## src/rtl/core/sse_pkg.sv

```systemverilog
`timescale 1ns / 1ps
`default_nettype none

package sse_pkg;

    localparam int unsigned DEPTH_DEF = 16;
    localparam int unsigned OP_W      = 2;
    localparam int unsigned WORD_W    = 32;
    localparam int unsigned STATUS_W  = 2;
    localparam int unsigned COUNT_W   = 5;

    typedef enum logic [OP_W-1:0] {
        OP_PUSH   = 2'd0,
        OP_POP    = 2'd1,
        OP_REMOVE = 2'd2,
        OP_SORT   = 2'd3
    } t_op;

    typedef enum logic [STATUS_W-1:0] {
        ST_OK    = 2'd0,
        ST_EMPTY = 2'd1,
        ST_FULL  = 2'd2
    } t_status;

    // What every cell of the chain does in a given cycle.
    typedef enum logic [2:0] {
        CK_HOLD,
        CK_PUSH,
        CK_POP,
        CK_CLEAR,
        CK_SCAN,
        CK_CLOSE,
        CK_SORT
    } t_cell_kind;

    typedef struct packed {
        t_cell_kind               kind;
        logic signed [WORD_W-1:0] key;
    } t_cell_ctl;

endpackage

`default_nettype wire

```

## src/rtl/core/sse_if.sv

```systemverilog
`timescale 1ns / 1ps
`default_nettype none

interface sse_in_if;
    logic                              valid;
    logic                              ready;
    logic [sse_pkg::OP_W-1:0]          op;
    logic signed [sse_pkg::WORD_W-1:0] value;

    modport source (output valid, output op, output value, input ready);
    modport sink   (input valid, input op, input value, output ready);
endinterface

interface sse_out_if;
    logic                              valid;
    logic                              ready;
    logic signed [sse_pkg::WORD_W-1:0] pop_value;
    logic                              found;
    logic [sse_pkg::STATUS_W-1:0]      status;
    logic [sse_pkg::COUNT_W-1:0]       count;

    modport source (output valid, output pop_value, output found, output status,
                    output count, input ready);
    modport sink   (input valid, input pop_value, input found, input status,
                    input count, output ready);
endinterface

`default_nettype wire

```

## src/rtl/core/sse_cell.sv

```systemverilog
`timescale 1ns / 1ps
`default_nettype none

module sse_cell (
    input  wire                                i_clk,
    input  wire                                i_rst_n,
    input  wire sse_pkg::t_cell_ctl            i_ctl,
    input  wire                                i_valid,
    input  wire                                i_pair_up,
    input  wire                                i_pair_dn,
    input  wire logic signed [sse_pkg::WORD_W-1:0] i_above,
    input  wire logic signed [sse_pkg::WORD_W-1:0] i_below,
    input  wire                                i_del_prev,
    output logic signed [sse_pkg::WORD_W-1:0]  o_value,
    output logic                               o_del
);

    logic signed [sse_pkg::WORD_W-1:0] r_value;
    logic signed [sse_pkg::WORD_W-1:0] n_value;
    logic                              r_del;
    logic                              n_del;

    always_comb begin
        n_value = r_value;
        n_del   = r_del;
        case (i_ctl.kind)
            sse_pkg::CK_PUSH:  n_value = i_above;
            sse_pkg::CK_POP:   n_value = i_below;
            sse_pkg::CK_CLEAR: n_del = 1'b0;
            // The delete mark spreads one cell toward the bottom each cycle.
            sse_pkg::CK_SCAN:  n_del = i_del_prev | (i_valid && (r_value == i_ctl.key));
            sse_pkg::CK_CLOSE: begin
                if (r_del) begin
                    n_value = i_below;
                end
            end
            // Upper cell of a pair keeps the larger word, lower cell the smaller.
            sse_pkg::CK_SORT: begin
                if (i_pair_up && (r_value < i_below)) begin
                    n_value = i_below;
                end else if (i_pair_dn && (i_above < r_value)) begin
                    n_value = i_above;
                end
            end
            default: begin
            end
        endcase
    end

    always_ff @(posedge i_clk) begin
        r_value <= n_value;
        if (!i_rst_n) begin
            r_del <= 1'b0;
        end else begin
            r_del <= n_del;
        end
    end

    assign o_value = r_value;
    assign o_del   = r_del;

endmodule

`default_nettype wire

```

## src/rtl/core/sortable_stack_engine.sv

```systemverilog
// Push and pop: a beat is accepted and its result is valid on the next cycle.
// Remove: the match mark sweeps the cell chain, then the gap is closed and the
// result loaded once the output is free. Sort: DEPTH odd-even transposition phases,
// then the result is loaded once the output is free. One operation at a time:
// push and pop take a beat every cycle while the output is free, remove and sort
// none until their result is loaded. Synchronous active-low reset empties the stack.
`timescale 1ns / 1ps
`default_nettype none

module sortable_stack_engine #(
    parameter int unsigned DEPTH = sse_pkg::DEPTH_DEF
) (
    input  wire         i_clk,
    input  wire         i_rst_n,
    sse_in_if.sink      i_cmd,
    sse_out_if.source   o_rsp
);

    localparam int unsigned FILL_W = $clog2(DEPTH + 1);
    localparam int unsigned STEP_W = $clog2(DEPTH);

    typedef enum logic [2:0] {
        S_IDLE,
        S_SCAN,
        S_CLOSE,
        S_SORT,
        S_DONE
    } t_state;

    t_state                             r_state;
    logic [FILL_W-1:0]                  r_fill;
    logic [FILL_W-1:0]                  n_fill;
    logic [STEP_W-1:0]                  r_step;
    logic signed [sse_pkg::WORD_W-1:0]  r_key;
    logic                               r_out_valid;
    logic signed [sse_pkg::WORD_W-1:0]  r_pop_value;
    logic                               r_found;
    logic [sse_pkg::STATUS_W-1:0]       r_status;
    logic [sse_pkg::COUNT_W-1:0]        r_count;

    sse_pkg::t_cell_ctl                 w_ctl;
    sse_pkg::t_op                       w_op;
    logic                               w_out_free;
    logic                               w_take;
    logic                               w_load;
    logic                               w_empty;
    logic                               w_full;
    logic                               w_last;
    logic                               w_found;

    logic signed [sse_pkg::WORD_W-1:0]  w_value [DEPTH];
    logic [DEPTH-1:0]                   w_del;

    assign w_out_free  = !r_out_valid || o_rsp.ready;
    assign i_cmd.ready = i_rst_n && (r_state == S_IDLE) && w_out_free;
    assign w_take      = i_cmd.valid && i_cmd.ready;
    assign w_op        = sse_pkg::t_op'(i_cmd.op);
    assign w_empty     = (r_fill == '0);
    assign w_full      = (r_fill == FILL_W'(DEPTH));
    assign w_last      = (r_step == STEP_W'(DEPTH - 1));
    assign w_found     = w_del[DEPTH-1];

    // A result beat is loaded into the output register in this cycle.
    assign w_load = ((r_state == S_IDLE) && w_take
                        && ((w_op == sse_pkg::OP_PUSH) || (w_op == sse_pkg::OP_POP)))
                    || (((r_state == S_CLOSE) || (r_state == S_DONE)) && w_out_free);

    always_comb begin
        w_ctl.kind = sse_pkg::CK_HOLD;
        w_ctl.key  = r_key;
        n_fill     = r_fill;
        unique case (r_state)
            S_IDLE: begin
                if (w_take) begin
                    unique case (w_op)
                        sse_pkg::OP_PUSH: begin
                            if (!w_full) begin
                                w_ctl.kind = sse_pkg::CK_PUSH;
                                n_fill     = r_fill + 1'b1;
                            end
                        end
                        sse_pkg::OP_POP: begin
                            if (!w_empty) begin
                                w_ctl.kind = sse_pkg::CK_POP;
                                n_fill     = r_fill - 1'b1;
                            end
                        end
                        sse_pkg::OP_REMOVE: w_ctl.kind = sse_pkg::CK_CLEAR;
                        default:            w_ctl.kind = sse_pkg::CK_HOLD;
                    endcase
                end
            end
            S_SCAN: w_ctl.kind = sse_pkg::CK_SCAN;
            S_CLOSE: begin
                if (w_out_free && w_found) begin
                    w_ctl.kind = sse_pkg::CK_CLOSE;
                    n_fill     = r_fill - 1'b1;
                end
            end
            S_SORT: w_ctl.kind = sse_pkg::CK_SORT;
            default: w_ctl.kind = sse_pkg::CK_HOLD;
        endcase
    end

    // Cell 0 holds the top of the stack; cell DEPTH-1 the deepest slot.
    for (genvar gi = 0; gi < DEPTH; gi++) begin : g_cell
        logic                              w_valid;
        logic                              w_pair_up;
        logic                              w_pair_dn;
        logic signed [sse_pkg::WORD_W-1:0] w_above;
        logic signed [sse_pkg::WORD_W-1:0] w_below;
        logic                              w_del_prev;

        assign w_valid = (FILL_W'(gi) < r_fill);

        if (gi == 0) begin : g_top
            assign w_above    = i_cmd.value;
            assign w_del_prev = 1'b0;
            assign w_pair_dn  = 1'b0;
        end else begin : g_mid_up
            assign w_above    = w_value[gi-1];
            assign w_del_prev = w_del[gi-1];
            assign w_pair_dn  = (1'((gi - 1) % 2) == r_step[0]) && w_valid;
        end

        if (gi == DEPTH - 1) begin : g_bottom
            assign w_below   = '0;
            assign w_pair_up = 1'b0;
        end else begin : g_mid_dn
            assign w_below   = w_value[gi+1];
            assign w_pair_up = (1'(gi % 2) == r_step[0]) && (FILL_W'(gi + 1) < r_fill);
        end

        sse_cell u_cell (
            .i_clk      (i_clk),
            .i_rst_n    (i_rst_n),
            .i_ctl      (w_ctl),
            .i_valid    (w_valid),
            .i_pair_up  (w_pair_up),
            .i_pair_dn  (w_pair_dn),
            .i_above    (w_above),
            .i_below    (w_below),
            .i_del_prev (w_del_prev),
            .o_value    (w_value[gi]),
            .o_del      (w_del[gi])
        );
    end

    always_ff @(posedge i_clk) begin
        if (!i_rst_n) begin
            r_state     <= S_IDLE;
            r_fill      <= '0;
            r_step      <= '0;
            r_out_valid <= 1'b0;
        end else begin
            r_fill <= n_fill;
            if (w_load) begin
                r_out_valid <= 1'b1;
            end else if (r_out_valid && o_rsp.ready) begin
                r_out_valid <= 1'b0;
            end
            unique case (r_state)
                S_IDLE: begin
                    if (w_take) begin
                        r_key  <= i_cmd.value;
                        r_step <= '0;
                        unique case (w_op)
                            sse_pkg::OP_PUSH: begin
                                r_pop_value <= '0;
                                r_found     <= 1'b0;
                                r_status    <= w_full ? sse_pkg::ST_FULL : sse_pkg::ST_OK;
                                r_count     <= sse_pkg::COUNT_W'(n_fill);
                            end
                            sse_pkg::OP_POP: begin
                                r_pop_value <= w_empty ? '0 : w_value[0];
                                r_found     <= 1'b0;
                                r_status    <= w_empty ? sse_pkg::ST_EMPTY : sse_pkg::ST_OK;
                                r_count     <= sse_pkg::COUNT_W'(n_fill);
                            end
                            sse_pkg::OP_REMOVE: r_state <= S_SCAN;
                            default:            r_state <= S_SORT;
                        endcase
                    end
                end
                S_SCAN: begin
                    if (w_last) begin
                        r_step  <= '0;
                        r_state <= S_CLOSE;
                    end else begin
                        r_step <= r_step + 1'b1;
                    end
                end
                S_CLOSE: begin
                    if (w_out_free) begin
                        r_pop_value <= '0;
                        r_found     <= w_found;
                        r_status    <= sse_pkg::ST_OK;
                        r_count     <= sse_pkg::COUNT_W'(n_fill);
                        r_state     <= S_IDLE;
                    end
                end
                S_SORT: begin
                    if (w_last) begin
                        r_step  <= '0;
                        r_state <= S_DONE;
                    end else begin
                        r_step <= r_step + 1'b1;
                    end
                end
                S_DONE: begin
                    if (w_out_free) begin
                        r_pop_value <= '0;
                        r_found     <= 1'b0;
                        r_status    <= sse_pkg::ST_OK;
                        r_count     <= sse_pkg::COUNT_W'(n_fill);
                        r_state     <= S_IDLE;
                    end
                end
                default: r_state <= S_IDLE;
            endcase
        end
    end

    assign o_rsp.valid     = r_out_valid;
    assign o_rsp.pop_value = r_pop_value;
    assign o_rsp.found     = r_found;
    assign o_rsp.status    = r_status;
    assign o_rsp.count     = r_count;

endmodule

`default_nettype wire

```

## src/flat_wrapper.sv

```systemverilog
// flat-port wrapper written by rule: the top's interface ports become plain ports
module sortable_stack_engine_flat 
#(
    parameter int unsigned DEPTH = sse_pkg::DEPTH_DEF
)
  (i_clk, i_rst_n, i_cmd_valid, i_cmd_op, i_cmd_value, i_cmd_ready, o_rsp_valid, o_rsp_pop_value, o_rsp_found, o_rsp_status, o_rsp_count, o_rsp_ready);
  sse_in_if i_cmd_i ();
  sse_out_if o_rsp_i ();
  input  wire i_clk;
  input  wire i_rst_n;
  input wire logic [$bits(i_cmd_i.valid)-1:0] i_cmd_valid;
  input wire logic [$bits(i_cmd_i.op)-1:0] i_cmd_op;
  input wire logic [$bits(i_cmd_i.value)-1:0] i_cmd_value;
  output wire logic [$bits(i_cmd_i.ready)-1:0] i_cmd_ready;
  output wire logic [$bits(o_rsp_i.valid)-1:0] o_rsp_valid;
  output wire logic [$bits(o_rsp_i.pop_value)-1:0] o_rsp_pop_value;
  output wire logic [$bits(o_rsp_i.found)-1:0] o_rsp_found;
  output wire logic [$bits(o_rsp_i.status)-1:0] o_rsp_status;
  output wire logic [$bits(o_rsp_i.count)-1:0] o_rsp_count;
  input wire logic [$bits(o_rsp_i.ready)-1:0] o_rsp_ready;
  assign i_cmd_i.valid = i_cmd_valid;
  assign i_cmd_i.op = i_cmd_op;
  assign i_cmd_i.value = i_cmd_value;
  assign i_cmd_ready = i_cmd_i.ready;
  assign o_rsp_valid = o_rsp_i.valid;
  assign o_rsp_pop_value = o_rsp_i.pop_value;
  assign o_rsp_found = o_rsp_i.found;
  assign o_rsp_status = o_rsp_i.status;
  assign o_rsp_count = o_rsp_i.count;
  assign o_rsp_i.ready = o_rsp_ready;
  sortable_stack_engine #(.DEPTH(DEPTH)) u_core (.i_clk(i_clk), .i_rst_n(i_rst_n), .i_cmd(i_cmd_i), .o_rsp(o_rsp_i));
endmodule
```

## config.mk

```make
export PLATFORM = sky130hd
export DESIGN_NAME = sortable_stack_engine_flat
export DESIGN_NICKNAME = d
export VERILOG_FILES = /design/src/rtl/core/sse_pkg.sv /design/src/rtl/core/sse_if.sv /design/src/rtl/core/sse_cell.sv /design/src/rtl/core/sortable_stack_engine.sv /design/src/flat_wrapper.sv
export SDC_FILE = /design/constraint.sdc
export NUM_CORES = 2
export LEC_CHECK = 0
export BUFFER_PORTS_ARGS = -buffer_cell sky130_fd_sc_hd__clkbuf_2
export CAP_MARGIN = 20
export CORE_ASPECT_RATIO = 1.25
export CORE_MARGIN = 4
export CORE_UTILIZATION = 58
export DETAILED_ROUTE_END_ITERATION = 12
export GPL_TIMING_DRIVEN = 0
export HOLD_SLACK_MARGIN = 0.08
export PLACE_DENSITY = 0.77
export SETUP_SLACK_MARGIN = 0.1
export SLEW_MARGIN = 20
export SYNTH_ARGS = -nofsm -noshare
export SYNTH_HDL_FRONTEND = slang
export SYNTH_SLANG_ARGS = --single-unit
```

## constraint.sdc

```tcl
create_clock -name i_clk -period 4.4 [get_ports i_clk]
set_input_delay 0.66 -clock i_clk [delete_from_list [all_inputs] [get_ports i_clk]]
set_output_delay 0.66 -clock i_clk [all_outputs]
set_load 0.01 [all_outputs]
```

==> qor.csv <==
metric;value;unit
post-route-worst-setup-slack;0.103;ns
cp_buf_inv_count;3;
cts_tree;built;
ant_nets;0;
cts-root-to-sink-buffers;3;
yosysWarnings;0;
netlist_area;43000;sq um
clock_insertion_delay_worst_skew;0.67;ns
rsz0062_at_grt;yes;
grt_antenna_before_repair;4;
dp.final_hpwl;121;mm
cts_sink_count;613;
tritoncts.num_buffers;67;
critical_path_peak_fanout;10;
ys_types;85;
first_pass_iters;9;
core.rowCount;111;
synth-seq-cells;613;
multi_input_area;22400;sq um
num-fill-cells;5703;
drive_above_1_share;0.0974;
async_reset_ff_frac;0;
finalWorstPathRequiredPeriod;4.30;ns
finalWeightedCongestion;1.03;
crit_path_cell_trace;inv_1 -> ha_1 -> nand4_1 -> nor4_1 -> o211ai_1 -> a31oi_1 -> nor3_1 -> o41a_1 -> or2_1 -> buf_6 -> buf_8 -> a22o_1;
crit_path_end_kind;register;
fin_setup_tns;0;ns
cts.reportedPaths.clkPinSlew;0.06;ns
final_core_utilization;0.650;
seq_area_frac_synth;0.421;
setup.worst_path.start_class;register;
start_util;0.586;
power_leakage;20.3;nW
critPathSlowestCell;sky130_fd_sc_hd__nor4_1;
peakVddDrop;0.364;mV
max_clock_freq;233;MHz
placeableCoreArea;73500;sq um
die_w;252;um
timing.critical_path.arrival;4.68;ns
layout_worst_path_cycle_share;0.977;
grt_overflow_total;0;
via_count_of_the_first_global_routing_pass;35300;
synth_cells;4050;
timing.critical_path.max_delay_family;compound AO/OA/AOI/OAI gates;
number_of_buffers_inserted_by_port_buffering;79;
route.detailed.drc;0;
drt_iter0_markers;4970;
max_slew_margin;0.0970;
drv.max_cap_violation_count;0;
tightest_slew;1.35;ns
postSynthNetCount;4562;
num_vias;36600;
timing_max_transition_violations_final;0;
clock_tree.root_cell;sky130_fd_sc_hd__clkbuf_16;
timing.final.hold_violations;0;
floorplan.die.height;313;um
ioPinCount;80;
timing.critical_path.slowest_cell_delay;0.76;ns
detail_route.wl_per_cell;31.5;um
dominantRegCellSynth;sky130_fd_sc_hd__edfxtp_1;
synth.avg_cell_area;10.6;sq um
drt-vias-per-instance;6.99;
routed_wirelength;165;mm
synth_enable_flop_cells;584;
worst_ep_required_time;4.78;ns
grt_start_max_net_pins;33;
clock_skew;0.0345;ns
grt_pass1_wl;236;mm
num-nets-final;4733;
area_growth_syn_to_layout;11.0;%
whs;0.193;ns
design.die.area;78600;sq um
placement.setup.worst_slack;-0.473;ns
grt_util_all_layers;0.407;
final-setup-viol-count;0;
htree_levels;3;
hold_class;in2reg;
seq_area;18100;sq um
power_per_cell_area;419;nW/um^2
timing.setup.critical_path_class;reg2reg;
run_status;finished clean;
## state kept, by name, indices dropped and copies added, names as in the netlist, 3 cells and up
register and flops:
u_core.r_key 32, u_core.g_cell.u_cell.o_value 512, u_core.o_rsp.pop_value 32, u_core.r_step 4, u_core.r_state 3, u_core.r_fill 5, u_core.o_rsp.count 5, u_core.g_cell.u_cell.o_del 16
## power breakdown
part | internal, mW | leakage [nW] | total (mW) | switching, mW
registers | 7.39 | 5.64 | 8.67 | 1.29
clock network | 3.33 | 1.07 | 5.90 | 2.56
logic | 2.29 | 13.6 | 5.46 | 3.17
total | 13.0 | 20.3 | 20.0 | 7.03
## worst paths after layout
check	end	depth (start not counted)	slack, ns	start
setup / recovery	u_core.g_cell[10].u_cell.o_value[14]	12	0.10	u_core.g_cell[11].u_cell.o_value[27]
hold / removal	u_core.r_key[22]	1	0.19	i_cmd_value[22]
hold reg to reg	u_core.g_cell[2].u_cell.o_del	2	0.47	u_core.g_cell[2].u_cell.o_del
setup reg to reg	u_core.g_cell[10].u_cell.o_value[14]	12	0.10	u_core.g_cell[11].u_cell.o_value[27]
## final cells by class
class	count	area share
Tap cell	960	0.0252
Buffer	204	0.0242
Inverter	480	0.0377
Timing Repair Buffer	104	0.0187
Antenna cell	6	0.000314
Clock inverter	38	0.00964
Clock buffer	81	0.0366
Sequential cell	613	0.379
Multi-Input combinational cell	2751	0.468
## cell usage after synthesis (7+ instances only)
master	n	area, sq um
sky130_fd_sc_hd__edfxtp_1	584	17500
sky130_fd_sc_hd__inv_1	480	1800
sky130_fd_sc_hd__ha_1	474	5930
sky130_fd_sc_hd__a22o_1	352	3080
sky130_fd_sc_hd__xor2_1	278	2430
sky130_fd_sc_hd__xnor2_1	241	2110
sky130_fd_sc_hd__a21oi_1	196	981
sky130_fd_sc_hd__nand2_1	152	571
sky130_fd_sc_hd__nand4_1	145	907
sky130_fd_sc_hd__clkbuf_1	132	495
sky130_fd_sc_hd__o21ai_0	121	606
sky130_fd_sc_hd__nor2_1	120	450
sky130_fd_sc_hd__a21o_1	98	736
sky130_fd_sc_hd__nor4_1	97	607
sky130_fd_sc_hd__a32o_1	96	961
sky130_fd_sc_hd__nand3_1	49	245
sky130_fd_sc_hd__and2_1	41	257
sky130_fd_sc_hd__buf_2	38	190
sky130_fd_sc_hd__dfxtp_1	29	581
sky130_fd_sc_hd__nor3_1	27	135
sky130_fd_sc_hd__a211oi_1	22	165
sky130_fd_sc_hd__nand2b_1	19	119
sky130_fd_sc_hd__a31oi_1	17	106
sky130_fd_sc_hd__buf_1	14	52.6
sky130_fd_sc_hd__nor2b_1	14	87.6
sky130_fd_sc_hd__o21a_1	10	75.1
sky130_fd_sc_hd__a2111oi_0	9	78.8
sky130_fd_sc_hd__o211ai_1	9	67.6
sky130_fd_sc_hd__or3_1	9	56.3
sky130_fd_sc_hd__buf_4	8	60.1
sky130_fd_sc_hd__buf_6	8	90.1
sky130_fd_sc_hd__o21ai_1	8	40.0
sky130_fd_sc_hd__or2_2	8	50.1
sky130_fd_sc_hd__and4_1	7	61.3
sky130_fd_sc_hd__mux2i_1	7	70.1
sky130_fd_sc_hd__o221a_2	7	78.8
sky130_fd_sc_hd__o221ai_1	7	61.3
sky130_fd_sc_hd__or4_1	7	52.6
## cells by family (layout without fill, tap and decap cells)
family	Yosys count	in the layout	synth area share
AOI/OAI and AO/OA	1024	1024	0.180
and+or+nand+nor	726	726	0.0892
buffers and inverters	686	907	0.0645
DFF	613	613	0.421
xor gates and xnor gates	519	519	0.106
adders and majority gates	474	474	0.138
muxes	8	8	0.00189
other	0	6	0
## per-layer routing
| layer | part of all wire | GRT usage | vias to the layer above |
|---|---|---|---|
| met2 | 0.44 | 0.629 | 2779 |
| met4 | 0.11 | 0.331 | 0 |
| met5 | 0 | 0 | - |
| met3 | 0.12 | 0.121 | 993 |
| li1 | - | - | 15500 |
| met1 | 0.34 | 0.467 | 17400 |
## repair_timing
| item | in CTS | in global routing |
|---|---|---|
| buffers inserted | 3 | 6 |
| cloned | 0 | 0 |
| pin swaps | 3 | 2 |
| resized for setup | 49 | 76 |
| setup endpoints to repair | 576 | 572 |
| hold buffers | 0 | 0 |
## stage by stage
stage	cells	power [mW]	instance area, sq um
after global placement	5089	13.6	44700
after CTS	5227	19.7	47600
after global routing	5232	20.7	47700
after detailed placement	5105	13.9	45200
final	5237	20.0	47800
after floorplan	4050	11.7	43100
## cell usage in the layout (no fill, tap or decap), types with 13 or more instances in the layout
cell type	instances
sky130_fd_sc_hd__edfxtp_1	584
sky130_fd_sc_hd__inv_1	479
sky130_fd_sc_hd__ha_1	474
sky130_fd_sc_hd__a22o_1	352
sky130_fd_sc_hd__xor2_1	278
sky130_fd_sc_hd__xnor2_1	241
sky130_fd_sc_hd__a21oi_1	185
sky130_fd_sc_hd__nand2_1	148
sky130_fd_sc_hd__nand4_1	145
sky130_fd_sc_hd__clkbuf_2	142
sky130_fd_sc_hd__o21ai_0	121
sky130_fd_sc_hd__nor2_1	120
sky130_fd_sc_hd__nor4_1	97
sky130_fd_sc_hd__a21o_1	96
sky130_fd_sc_hd__a32o_1	96
sky130_fd_sc_hd__clkbuf_16	67
sky130_fd_sc_hd__clkbuf_1	60
sky130_fd_sc_hd__buf_2	52
sky130_fd_sc_hd__nand3_1	49
sky130_fd_sc_hd__and2_1	41
sky130_fd_sc_hd__dfxtp_1	28
sky130_fd_sc_hd__nor3_1	27
sky130_fd_sc_hd__a211oi_1	22
sky130_fd_sc_hd__buf_4	21
sky130_fd_sc_hd__nand2b_1	19
sky130_fd_sc_hd__a31oi_1	16
sky130_fd_sc_hd__nor2b_1	13
sky130_fd_sc_hd__clkinv_1	13
Power figures use the tool's default switching activity.
